### src/rtl/fpr_pkg.sv
// Shared constants, command/status types and helpers for the FIFO page replacement block.
package fpr_pkg;

  localparam int ADDR_W     = 32;
  localparam int PAGE_SHIFT = 12;
  localparam int PAGE_W     = ADDR_W - PAGE_SHIFT;
  localparam int MAX_FRAMES = 64;
  localparam int FIDX_W     = $clog2(MAX_FRAMES);
  localparam int FCNT_W     = $clog2(MAX_FRAMES + 1);
  localparam int CFG_W      = 7;
  localparam int TOT_W      = 32;
  localparam int OUT_W      = 3 + PAGE_W + 3 * TOT_W;
  localparam int OUT_BYTES  = (OUT_W + 7) / 8;

  // Commands from the controller to the datapath.
  typedef struct packed {
    logic start;
    logic search_en;
    logic hit_upd;
    logic fill;
    logic evict_rd;
    logic evict;
    logic load_out;
  } fpr_cmd_t;

  // Status from the datapath to the controller.
  typedef struct packed {
    logic match;
    logic scan_done;
    logic full;
  } fpr_stat_t;

  function automatic logic [TOT_W-1:0] sat_inc(input logic [TOT_W-1:0] v);
    sat_inc = (v == {TOT_W{1'b1}}) ? v : v + 1'b1;
  endfunction

endpackage

### src/rtl/fpr_ctrl.sv
// Controller state machine that sequences search, fill, eviction and result hand-off.
module fpr_ctrl
  import fpr_pkg::*;
(
  input  logic      clk,
  input  logic      rst_n,
  input  logic      in_tvalid,
  output logic      in_tready,
  output logic      out_tvalid,
  input  logic      out_tready,
  input  fpr_stat_t stat,
  output fpr_cmd_t  cmd
);

  typedef enum logic [5:0] {
    S_IDLE   = 6'b000001,
    S_SEARCH = 6'b000010,
    S_MISS   = 6'b000100,
    S_EVICT  = 6'b001000,
    S_FINISH = 6'b010000,
    S_SPARE  = 6'b100000
  } state_t;

  state_t state_r, state_nxt;
  logic   out_valid_r, out_valid_nxt;
  logic   slot_free;

  assign slot_free  = !out_valid_r || out_tready;
  assign in_tready  = (state_r == S_IDLE);
  assign out_tvalid = out_valid_r;

  always_comb begin
    state_nxt = state_r;
    cmd       = '0;
    case (state_r)
      S_IDLE: begin
        if (in_tvalid) begin
          cmd.start = 1'b1;
          state_nxt = S_SEARCH;
        end
      end
      S_SEARCH: begin
        cmd.search_en = 1'b1;
        if (stat.match) begin
          cmd.hit_upd = 1'b1;
          state_nxt   = S_FINISH;
        end else if (stat.scan_done) begin
          state_nxt = S_MISS;
        end
      end
      S_MISS: begin
        if (!stat.full) begin
          cmd.fill  = 1'b1;
          state_nxt = S_FINISH;
        end else begin
          cmd.evict_rd = 1'b1;
          state_nxt    = S_EVICT;
        end
      end
      S_EVICT: begin
        cmd.evict = 1'b1;
        state_nxt = S_FINISH;
      end
      S_FINISH: begin
        if (slot_free) begin
          cmd.load_out = 1'b1;
          state_nxt    = S_IDLE;
        end
      end
      default: state_nxt = S_IDLE;
    endcase
  end

  always_comb begin
    out_valid_nxt = out_valid_r;
    if (out_tready) begin
      out_valid_nxt = 1'b0;
    end
    if (cmd.load_out) begin
      out_valid_nxt = 1'b1;
    end
  end

  always_ff @(posedge clk) begin
    if (!rst_n) begin
      state_r     <= S_IDLE;
      out_valid_r <= 1'b0;
    end else begin
      state_r     <= state_nxt;
      out_valid_r <= out_valid_nxt;
    end
  end

endmodule

### src/rtl/fpr_dp.sv
// Datapath: frame page memory, dirty bits, FIFO pointers, totals and result register.
module fpr_dp
  import fpr_pkg::*;
(
  input  logic                 clk,
  input  logic                 rst_n,
  input  logic [ADDR_W-1:0]    in_address,
  input  logic                 in_is_write,
  input  logic                 cfg_wr_en,
  input  logic [CFG_W-1:0]     cfg_wdata,
  input  fpr_cmd_t             cmd,
  output fpr_stat_t            stat,
  output logic [OUT_W-1:0]     result
);

  logic [PAGE_W-1:0]     mem [MAX_FRAMES];
  logic [PAGE_W-1:0]     rd_data_r;
  logic [FIDX_W-1:0]     rd_addr;
  logic                  mem_we;
  logic [FIDX_W-1:0]     mem_waddr;

  logic [PAGE_W-1:0]     page_r;
  logic                  wr_r;
  logic [MAX_FRAMES-1:0] dirty_r, dirty_nxt;
  logic [FCNT_W-1:0]     fill_r, fill_nxt;
  logic [FIDX_W-1:0]     oldest_r, oldest_nxt;
  logic [FCNT_W-1:0]     limit_r, limit_nxt;
  logic [FCNT_W-1:0]     scan_r, scan_nxt;
  logic                  cmp_v_r, cmp_v_nxt;
  logic [FIDX_W-1:0]     cmp_idx_r;
  logic [FIDX_W-1:0]     victim_r;
  logic [FIDX_W-1:0]     victim_slot;
  logic [FCNT_W-1:0]     victim_inc;
  logic [TOT_W-1:0]      acc_r, acc_nxt;
  logic [TOT_W-1:0]      rd_cnt_r, rd_cnt_nxt;
  logic [TOT_W-1:0]      wr_cnt_r, wr_cnt_nxt;
  logic                  hit_r;
  logic                  ev_r;
  logic [PAGE_W-1:0]     ev_page_r;
  logic                  ev_dirty_r;
  logic [OUT_W-1:0]      result_r;
  logic [FCNT_W-1:0]     cfg_limit;

  assign stat.match     = cmp_v_r && (rd_data_r == page_r);
  assign stat.scan_done = (scan_r >= fill_r) && !cmp_v_r;
  assign stat.full      = (fill_r >= limit_r);

  // A stale oldest pointer past the filled region wraps to the first frame.
  assign victim_slot = ({1'b0, oldest_r} >= fill_r) ? '0 : oldest_r;
  assign victim_inc  = {1'b0, victim_r} + 1'b1;

  always_comb begin
    if (cfg_wdata == '0) begin
      cfg_limit = FCNT_W'(1);
    end else if ({1'b0, cfg_wdata} > (CFG_W + 1)'(MAX_FRAMES)) begin
      cfg_limit = FCNT_W'(MAX_FRAMES);
    end else begin
      cfg_limit = FCNT_W'(cfg_wdata);
    end
  end

  always_comb begin
    rd_addr = cmd.evict_rd ? victim_slot : scan_r[FIDX_W-1:0];
    mem_we  = cmd.fill || cmd.evict;
    mem_waddr = cmd.fill ? fill_r[FIDX_W-1:0] : victim_r;

    dirty_nxt  = dirty_r;
    fill_nxt   = fill_r;
    oldest_nxt = oldest_r;
    limit_nxt  = limit_r;
    scan_nxt   = scan_r;
    cmp_v_nxt  = 1'b0;
    acc_nxt    = acc_r;
    rd_cnt_nxt = rd_cnt_r;
    wr_cnt_nxt = wr_cnt_r;

    if (cmd.start) begin
      scan_nxt = '0;
      acc_nxt  = sat_inc(acc_r);
    end
    if (cmd.search_en && (scan_r < fill_r)) begin
      cmp_v_nxt = 1'b1;
      scan_nxt  = scan_r + 1'b1;
    end
    if (cmd.hit_upd && wr_r) begin
      dirty_nxt[cmp_idx_r] = 1'b1;
    end
    if (cmd.fill) begin
      dirty_nxt[fill_r[FIDX_W-1:0]] = wr_r;
      fill_nxt   = fill_r + 1'b1;
      rd_cnt_nxt = sat_inc(rd_cnt_r);
    end
    if (cmd.evict) begin
      dirty_nxt[victim_r] = wr_r;
      rd_cnt_nxt = sat_inc(rd_cnt_r);
      if (dirty_r[victim_r]) begin
        wr_cnt_nxt = sat_inc(wr_cnt_r);
      end
      oldest_nxt = (victim_inc >= fill_r) ? '0 : victim_inc[FIDX_W-1:0];
    end
    if (cfg_wr_en) begin
      limit_nxt  = cfg_limit;
      fill_nxt   = '0;
      oldest_nxt = '0;
      dirty_nxt  = '0;
    end
  end

  always_ff @(posedge clk) begin
    if (mem_we) begin
      mem[mem_waddr] <= page_r;
    end
    rd_data_r <= mem[rd_addr];
  end

  always_ff @(posedge clk) begin
    if (!rst_n) begin
      dirty_r  <= '0;
      fill_r   <= '0;
      oldest_r <= '0;
      limit_r  <= FCNT_W'(MAX_FRAMES);
      scan_r   <= '0;
      cmp_v_r  <= 1'b0;
      acc_r    <= '0;
      rd_cnt_r <= '0;
      wr_cnt_r <= '0;
    end else begin
      dirty_r  <= dirty_nxt;
      fill_r   <= fill_nxt;
      oldest_r <= oldest_nxt;
      limit_r  <= limit_nxt;
      scan_r   <= scan_nxt;
      cmp_v_r  <= cmp_v_nxt;
      acc_r    <= acc_nxt;
      rd_cnt_r <= rd_cnt_nxt;
      wr_cnt_r <= wr_cnt_nxt;
    end
  end

  always_ff @(posedge clk) begin
    cmp_idx_r <= scan_r[FIDX_W-1:0];
    if (cmd.start) begin
      page_r     <= in_address[ADDR_W-1:PAGE_SHIFT];
      wr_r       <= in_is_write;
      hit_r      <= 1'b0;
      ev_r       <= 1'b0;
      ev_page_r  <= '0;
      ev_dirty_r <= 1'b0;
    end
    if (cmd.hit_upd) begin
      hit_r <= 1'b1;
    end
    if (cmd.evict_rd) begin
      victim_r <= victim_slot;
    end
    if (cmd.evict) begin
      ev_r       <= 1'b1;
      ev_page_r  <= rd_data_r;
      ev_dirty_r <= dirty_r[victim_r];
    end
    if (cmd.load_out) begin
      result_r <= {wr_cnt_r, rd_cnt_r, acc_r, ev_dirty_r, ev_page_r, ev_r, hit_r};
    end
  end

  assign result = result_r;

endmodule

### src/rtl/fifo_page_replacement.sv
// Top level of the FIFO page replacement block with dirty tracking.
//
// Input channel (in_*): one memory access per transaction, the byte address in
// in_tdata and the write flag in in_tuser. Result channel (out_*): one result
// per access with hit and eviction details and the three running totals.
// The configuration port sets the number of usable frames (0 acts as 1, values
// above 64 act as 64) and empties the frame table; the totals are kept.
//
// Items are handled one at a time. After acceptance the controller scans the
// filled frames through the page memory's registered read port, one frame per
// cycle. A hit in a frame ends the search with a result; on a miss the page
// fills the next free frame, or, once the usable frames (at most 64) are all
// filled, replaces the oldest frame, whose page is read out first. in_tready is
// high only while the block is idle, so the next access is taken in the cycle
// after the result is loaded. Reset clears the frame table and totals and sets
// 64 usable frames; there is no clearing pass. A stalled receiver holds the
// result in the output register; a finished item waits in the finish state
// until the register frees up.
module fifo_page_replacement
  import fpr_pkg::*;
(
  input  logic                   clk,
  input  logic                   rst_n,
  input  logic                   in_tvalid,
  output logic                   in_tready,
  input  logic [ADDR_W-1:0]      in_tdata,   // [31:0] address
  input  logic                   in_tuser,   // [0] is_write
  output logic                   out_tvalid,
  input  logic                   out_tready,
  // [0] hit, [1] evicted, [21:2] evicted_page, [22] evicted_dirty,
  // [54:23] access_total, [86:55] disk_reads, [118:87] disk_writes, [119] zero
  output logic [OUT_BYTES*8-1:0] out_tdata,
  input  logic                   cfg_wr_en,
  input  logic [CFG_W-1:0]       cfg_wdata
);

  fpr_cmd_t         cmd;
  fpr_stat_t        stat;
  logic [OUT_W-1:0] result;

  fpr_ctrl u_ctrl (
    .clk        (clk),
    .rst_n      (rst_n),
    .in_tvalid  (in_tvalid),
    .in_tready  (in_tready),
    .out_tvalid (out_tvalid),
    .out_tready (out_tready),
    .stat       (stat),
    .cmd        (cmd)
  );

  fpr_dp u_dp (
    .clk         (clk),
    .rst_n       (rst_n),
    .in_address  (in_tdata),
    .in_is_write (in_tuser),
    .cfg_wr_en   (cfg_wr_en),
    .cfg_wdata   (cfg_wdata),
    .cmd         (cmd),
    .stat        (stat),
    .result      (result)
  );

  assign out_tdata = {{(OUT_BYTES*8-OUT_W){1'b0}}, result};

  // A result is never both a hit and an eviction.
  assert property (@(posedge clk) disable iff (!rst_n)
    out_tvalid |-> !(out_tdata[0] && out_tdata[1]))
    else $error("hit and eviction reported together");

  // Without an eviction the victim fields read zero.
  assert property (@(posedge clk) disable iff (!rst_n)
    (out_tvalid && !out_tdata[1]) |-> (out_tdata[21:2] == '0) && !out_tdata[22])
    else $error("victim fields set without eviction");

  // Every write-back comes with a load, so writes never exceed reads.
  assert property (@(posedge clk) disable iff (!rst_n)
    out_tvalid |-> (out_tdata[118:87] <= out_tdata[86:55]))
    else $error("disk writes exceed disk reads");

  // A new access is never taken while the controller is busy with one.
  assert property (@(posedge clk) disable iff (!rst_n)
    (in_tvalid && in_tready) |=> !in_tready)
    else $error("access accepted twice in a row");

endmodule
### config.mk
export PLATFORM = sky130hd
export DESIGN_NAME = fifo_page_replacement
export DESIGN_NICKNAME = d
export VERILOG_FILES = /design/src/rtl/fpr_pkg.sv /design/src/rtl/fpr_ctrl.sv /design/src/rtl/fpr_dp.sv /design/src/rtl/fifo_page_replacement.sv
export SDC_FILE = /design/constraint.sdc
export NUM_CORES = 2
export LEC_CHECK = 0
export ABC_AREA = 1
export BUFFER_PORTS_ARGS = -buffer_cell sky130_fd_sc_hd__buf_2
export CAP_MARGIN = 25
export CORE_MARGIN = 2
export CORE_UTILIZATION = 53
export DETAILED_ROUTE_END_ITERATION = 8
export PLACE_DENSITY = 0.69
export SLEW_MARGIN = 20
export SYNTH_ARGS = -nofsm -noshare
export SYNTH_HDL_FRONTEND = slang
export SYNTH_SLANG_ARGS = --single-unit
export TNS_END_PERCENT = 5
### constraint.sdc
create_clock -name clk -period 16.3 [get_ports clk]
set_input_delay 3.26 -clock clk [delete_from_list [all_inputs] [get_ports clk]]
set_output_delay 3.26 -clock clk [all_outputs]
set_load 0.1 [all_outputs]
# Yosys cells after proc, flatten, opt, wreduce, memory -nomap -nowiden
# Memories as Yosys holds them, arrays and structs flattened. A register that Yosys moved wholly into a read port is not among the register bits.
# Cells that the tools add are included.
# word_totals
ff_bits	370
latchBits	0
mem_bits_rw	1280
mem_bits_ro	0
input_bits	45
output_inout_bits	122
elab_cells	124
mem_count	1
# op_classes
addsub	6
multipliers	0
div	0
magnitude_cmp	12
eq_ne	12
shifts	0
n_mux	49
n_bitwise	4
reduce_logical	20
# mem_list
name	depth	width	read_ports	rd_clocked_by_memory_dff	write_ports	line	text
u_dp.mem	64	20	1	1	1	fpr_dp.sv:16	logic [PAGE_W-1:0] mem [MAX_FRAMES];
# op_table
op	n
$mux W64	3
$bwmux W64	2
$add A32 B1 Y32 const B	3
$eq A32 B32 Y1 const B	3
$mux W32	3
$or A64 B64 Y64	1
$mux W6	8
$mux W20	2
$pmux W6 S5	1
$mux W7	4
$ge A7 B7 Y1	3
$lt A6 B7 Y1 const B	3
$eq A20 B20 Y1	1
$mux W1	19
$demux W1 S6	3
$ge A6 B1 Y1 const B	3
$add A7 B1 Y7 const B	2
$reduce_bool A2 Y1	4
$add A6 B1 Y7 const B	1
$ge A6 B7 Y1	1
$gt A7 B7 Y1 const B	1
$logic_and A1 B1 Y1	7
$logic_not A7 Y1	1
$lt A7 B7 Y1	1
other kinds (17)	23

# Longest topological paths before layout
# depth
depth_word	10
ltp_mapped	22
ltp_nobuf	20

# By module
# Synthesis repeated with hierarchy kept, for this count alone.
# hier_totals
hier_cells	7431
hier_area_um2	73651.9
# by_module_without_submodules
mod	instances	cells_each	area_each_um2	seq_area_each_um2
fpr_dp	1	7371	73246.5	47775.8
fpr_ctrl	1	58	394.1	120.1
fifo_page_replacement	1	2	11.3	0.0

# Least setup slack after synthesis
# No wires, ideal clock.
# synth_timing
path_kind	input-to-reg
start	input port out_tready
end	register u_dp.result_r[0], in the netlist u_dp.result[0], enable pin
setup_ps	599
arrival_time_ps	8302
slack_ps	7398
cell_stages	2
cell_sequence	nor2_1 > nor2_1
# synth_rtl
item	line	text
start: declaration	fifo_page_replacement.sv:29	input logic out_tready,
end signal: assignment	fpr_dp.sv:162	result_r <= {wr_cnt_r, rd_cnt_r, acc_r, ev_dirty_r, ev_page_r, ev_r, hit_r};
end: declaration	fpr_dp.sv:41	logic [OUT_W-1:0] result_r;

# Worst setup path after layout
# layout_timing
start	register u_dp.fill_r[0]
end	register u_dp.rd_data_r[15] (read register of u_dp.mem)
# layout_via
elab_chain_cells	4
word_cells_on_any_way	6
# layout_rtl
item	line	text
start: declaration	fpr_dp.sv:25	logic [FCNT_W-1:0] fill_r, fill_nxt;
start signal: assignment	fpr_dp.sv:129	fill_r <= fill_nxt;
$ge A7 B7 Y1	fpr_dp.sv:46	assign stat.full = (fill_r >= limit_r);
$mux W1	fpr_ctrl.sv:52	if (!stat.full) begin
$mux W2	fpr_ctrl.sv:35	case (state_r)
$mux W6 *	fpr_dp.sv:63	rd_addr = cmd.evict_rd ? victim_slot : scan_r[FIDX_W-1:0];
end: declaration	fpr_dp.sv:17	logic [PAGE_W-1:0] rd_data_r;
# Mark *: on every way between the ends. The rest lies on a longest branch, timed or not.
# A chain may end at the register's enable or synchronous reset.

==> results.sh <==
export IMPL_status="complete, no violations"
export IMPL_slew_headroom_pct=25.9
export IMPL_cts_hold_buffers=0
export IMPL_layout_common_cells="nand2_1 (1617), nand3_1 (1504), edfxtp_1 (1447), inv_1 (1409), nor2_1 (229)"
export IMPL_synth_top_area_share_pct=58.4
export IMPL_min_period_over_period_pct=38.1
export IMPL_root_buffer="clkbuf_16"
export IMPL_async_flop_share_pct=0
export IMPL_syn_to_final_growth_pct=10.7
export IMPL_die_x_um=379
export IMPL_ys_seq_area_share_pct=64.3
export IMPL_finalHoldViolCount=0
export IMPL_drt_total_wl_mm=208
export IMPL_post_cts_setup_buffer_count=0
export IMPL_critPathMostFrequentCell="nand2_1"
export IMPL_power_leakage_nw=33.9
export IMPL_final_common_cell="nand2_1"
export IMPL_crit_slowest_cell="buf_4"
export IMPL_cts_sinks=1669
export IMPL_finalMaxSlewViolations=0
export IMPL_yosysWarnings=0
export IMPL_path_delay_family="simple AND/OR/NAND/NOR gates"
export IMPL_tightest_slew_ns=1.11
export IMPL_fillers=11568
export IMPL_io_buffers=153
export IMPL_vias=54590
export IMPL_rsz0062_at_grt="false"
export IMPL_power_density_nw_per_um2=103
export IMPL_grt_pass1_wl_mm=308
export IMPL_cts_tree="built"
export IMPL_antenna_found_initial=2
export IMPL_synth_seq_cells=1669
export IMPL_irDropWorstVdd_v=0.0000893
export IMPL_drcViolationCount=0
export IMPL_syn_instance_count=7615
export IMPL_power_share_clock_pct=43.1
export IMPL_post_place_ws_ns=10.12
export IMPL_start_util_pct=53.4
export IMPL_drt_first_pass_iters=7
export IMPL_critPathBufInv=5
export IMPL_startpoint_type="flop"
export IMPL_critical_path_max_fanout=173
export IMPL_overflow=0
export IMPL_synth_cell_types=51
export IMPL_synth_top_area_cell="edfxtp_1"
export IMPL_die_area_um2=143000
export IMPL_intPower_mw=6.73
export IMPL_clockBufferDepth=3
export IMPL_io_pins=167
export IMPL_die_h_um=379
export IMPL_htree_levels=4
export IMPL_syn_nets=7693
export IMPL_path_cells="inv_1 -> ha_1 -> inv_1 -> nand2_1 -> nand2_1 -> nand2_1 -> nand2_1 -> nand2_2 -> nand2_4 -> nand2_4 -> nand2_4 -> buf_12 -> buf_4 -> buf_4 -> nand2_1 -> nand3_1 -> nand3_1 -> nand3_1 -> nand3_1 -> nand3_1 -> nand2_1"
export IMPL_switching_power_mw=1.78
export IMPL_grt_pass1_vias=51304
export IMPL_critPathMaxStageDelay_ns=0.94
export IMPL_wl_per_cell_um=21.4
export IMPL_fin_nets=7781
export IMPL_drive_gt1_share_pct=8.04
export IMPL_skew_ns=0.0333
export IMPL_avgSynthCellArea_um2=9.78
export IMPL_fin_util_pct=59.1
export IMPL_clkTransAtPathRegs_ns=0.06
export IMPL_critical_path_required_ns=16.99
export IMPL_cts_repair_resized=0
export IMPL_cp_data_arrival_time_ns=6.90
export IMPL_synth_edf_count=1447
export IMPL_critPathCaptureType="flop"
export IMPL_fin_cells=9712
export IMPL_syn_cell_area_um2=74500
export IMPL_setup_tns_ns=0
export IMPL_period_needed_ns=6.21
export IMPL_layout_setup_ws_ns=10.09
export IMPL_cts_buffers=169
export IMPL_crit_type="reg2reg"
export IMPL_hp_class="reg2reg"
export IMPL_comb_power_share_pct=1.9
export IMPL_insertion_delay_ns=0.81
export IMPL_hold_ws_ns=0.418
export IMPL_grtUsageTotal_pct=28.6
export IMPL_dp_hpwl_mm=116
export IMPL_drt_iter0_drc=7055
export IMPL_gp_congestion=0.915
export IMPL_fmax_mhz=161
export IMPL_diodes=0
export IMPL_swShare_pct=20.9
export IMPL_rows=137
export IMPL_core_um2=140000
export IMPL_place_inst=9406
export IMPL_antenna_left=0
export IMPL_synth_ff_type="edfxtp_1"
export IMPL_cap_violations=0
export IMPL_setup_violations=0
export IMPL_grt_max_degree=183
export IMPL_pwr_share_seq_pct=55.0
export IMPL_synthTopCellsByArea="edfxtp_1 (58%), nand3_1 (10%), nand2_1 (8.2%)"
export IMPL_viasPerCell=5.62
[logic make-up after synthesis]
group           after synthesis  share of synthesized area (%)
fa+ha+maj                    33                          0.555
flops                      1669                           64.3
compound gates              402                           2.99
buf+inv                    1796                           9.54
other cells                   1                        0.00504
simple gates               3660                           22.0
xor+xnor                     54                          0.635
[worst paths after layout]
check                       endpoint  slack [ns]  cells past startpoint               from
setup / recovery  u_dp.rd_data_r[15]       10.09                     21     u_dp.fill_r[0]
hold / removal        u_dp.result[2]        0.42                      0  u_dp.ev_page_r[0]
setup reg to reg  u_dp.rd_data_r[15]       10.09                     21     u_dp.fill_r[0]
hold reg to reg       u_dp.result[2]        0.42                      0  u_dp.ev_page_r[0]
[flip-flops by register name, indices dropped and copies added (netlist names), 20 cells and up]
| register | flops |
|---|---|
| u_dp.rd_data_r | 20 |
| u_dp.acc_r | 32 |
| u_dp.mem | 1280 |
| u_dp.result | 119 |
| u_dp.ev_page_r | 20 |
| u_dp.rd_cnt_r | 32 |
| u_dp.page_r | 20 |
| u_dp.wr_cnt_r | 32 |
| u_dp.dirty_r | 64 |
[power by group through the flow]
stage | Clock (mW) | Sequential (mW) | Combinational (mW)
finish | 3.67 | 4.68 | 0.160
global route | 3.86 | 4.67 | 0.167
CTS | 3.70 | 4.67 | 0.156
detailed placement | 0 | 4.77 | 0.156
global placement | 0 | 4.76 | 0.151
floorplan | 0 | 4.80 | 0.0393
[final cells by class]
cell class	count	area, µm²	share of cell area, %
clock buffer	234	4630	5.62
sequential	1669	47900	58.1
timing repair buffer	282	1840	2.23
tap	1876	2350	2.85
clock inverter	70	551	0.668
inverter	1431	5380	6.53
multi-input combinational	4150	19800	24.0
[routing by layer]
| layer | vias to the layer above | GRT usage, % | routed length [µm] |
|---|---|---|---|
| li1 | 25262 | - | - |
| met2 | 2912 | 44.8 | 94100 |
| met4 | 2 | 12.8 | 9140 |
| met5 | - | 0 | 12 |
| met1 | 25915 | 38.7 | 82000 |
| met3 | 499 | 5.70 | 22200 |
[synth_stat cells, types with 6 or more instances]
library cell / number
a211oi_1: 11
a21oi_1: 210
a221oi_1: 9
a22oi_1: 7
buf_1: 28
buf_2: 182
buf_4: 19
buf_6: 8
clkbuf_1: 128
dfxtp_1: 222
edfxtp_1: 1447
ha_1: 33
inv_1: 1410
inv_2: 21
nand2_1: 1620
nand2_2: 6
nand3_1: 1505
nand3b_1: 83
nand4_1: 33
nand4_2: 6
nor2_1: 287
nor2_2: 7
nor3_1: 66
nor4_1: 32
o21ai_0: 114
o21ai_1: 6
o22ai_1: 12
xnor2_1: 11
xor2_1: 43
[stage by stage]
| step | power [mW] | area, µm² |
|---|---|---|
| after floorplan | 4.84 | 74500 |
| after global placement | 4.92 | 77200 |
| after detailed placement | 4.92 | 77200 |
| after CTS | 8.54 | 82400 |
| after global routing | 8.70 | 82400 |
| final | 8.50 | 82400 |
No activity file was read; power rests on OpenSTA's default activity.
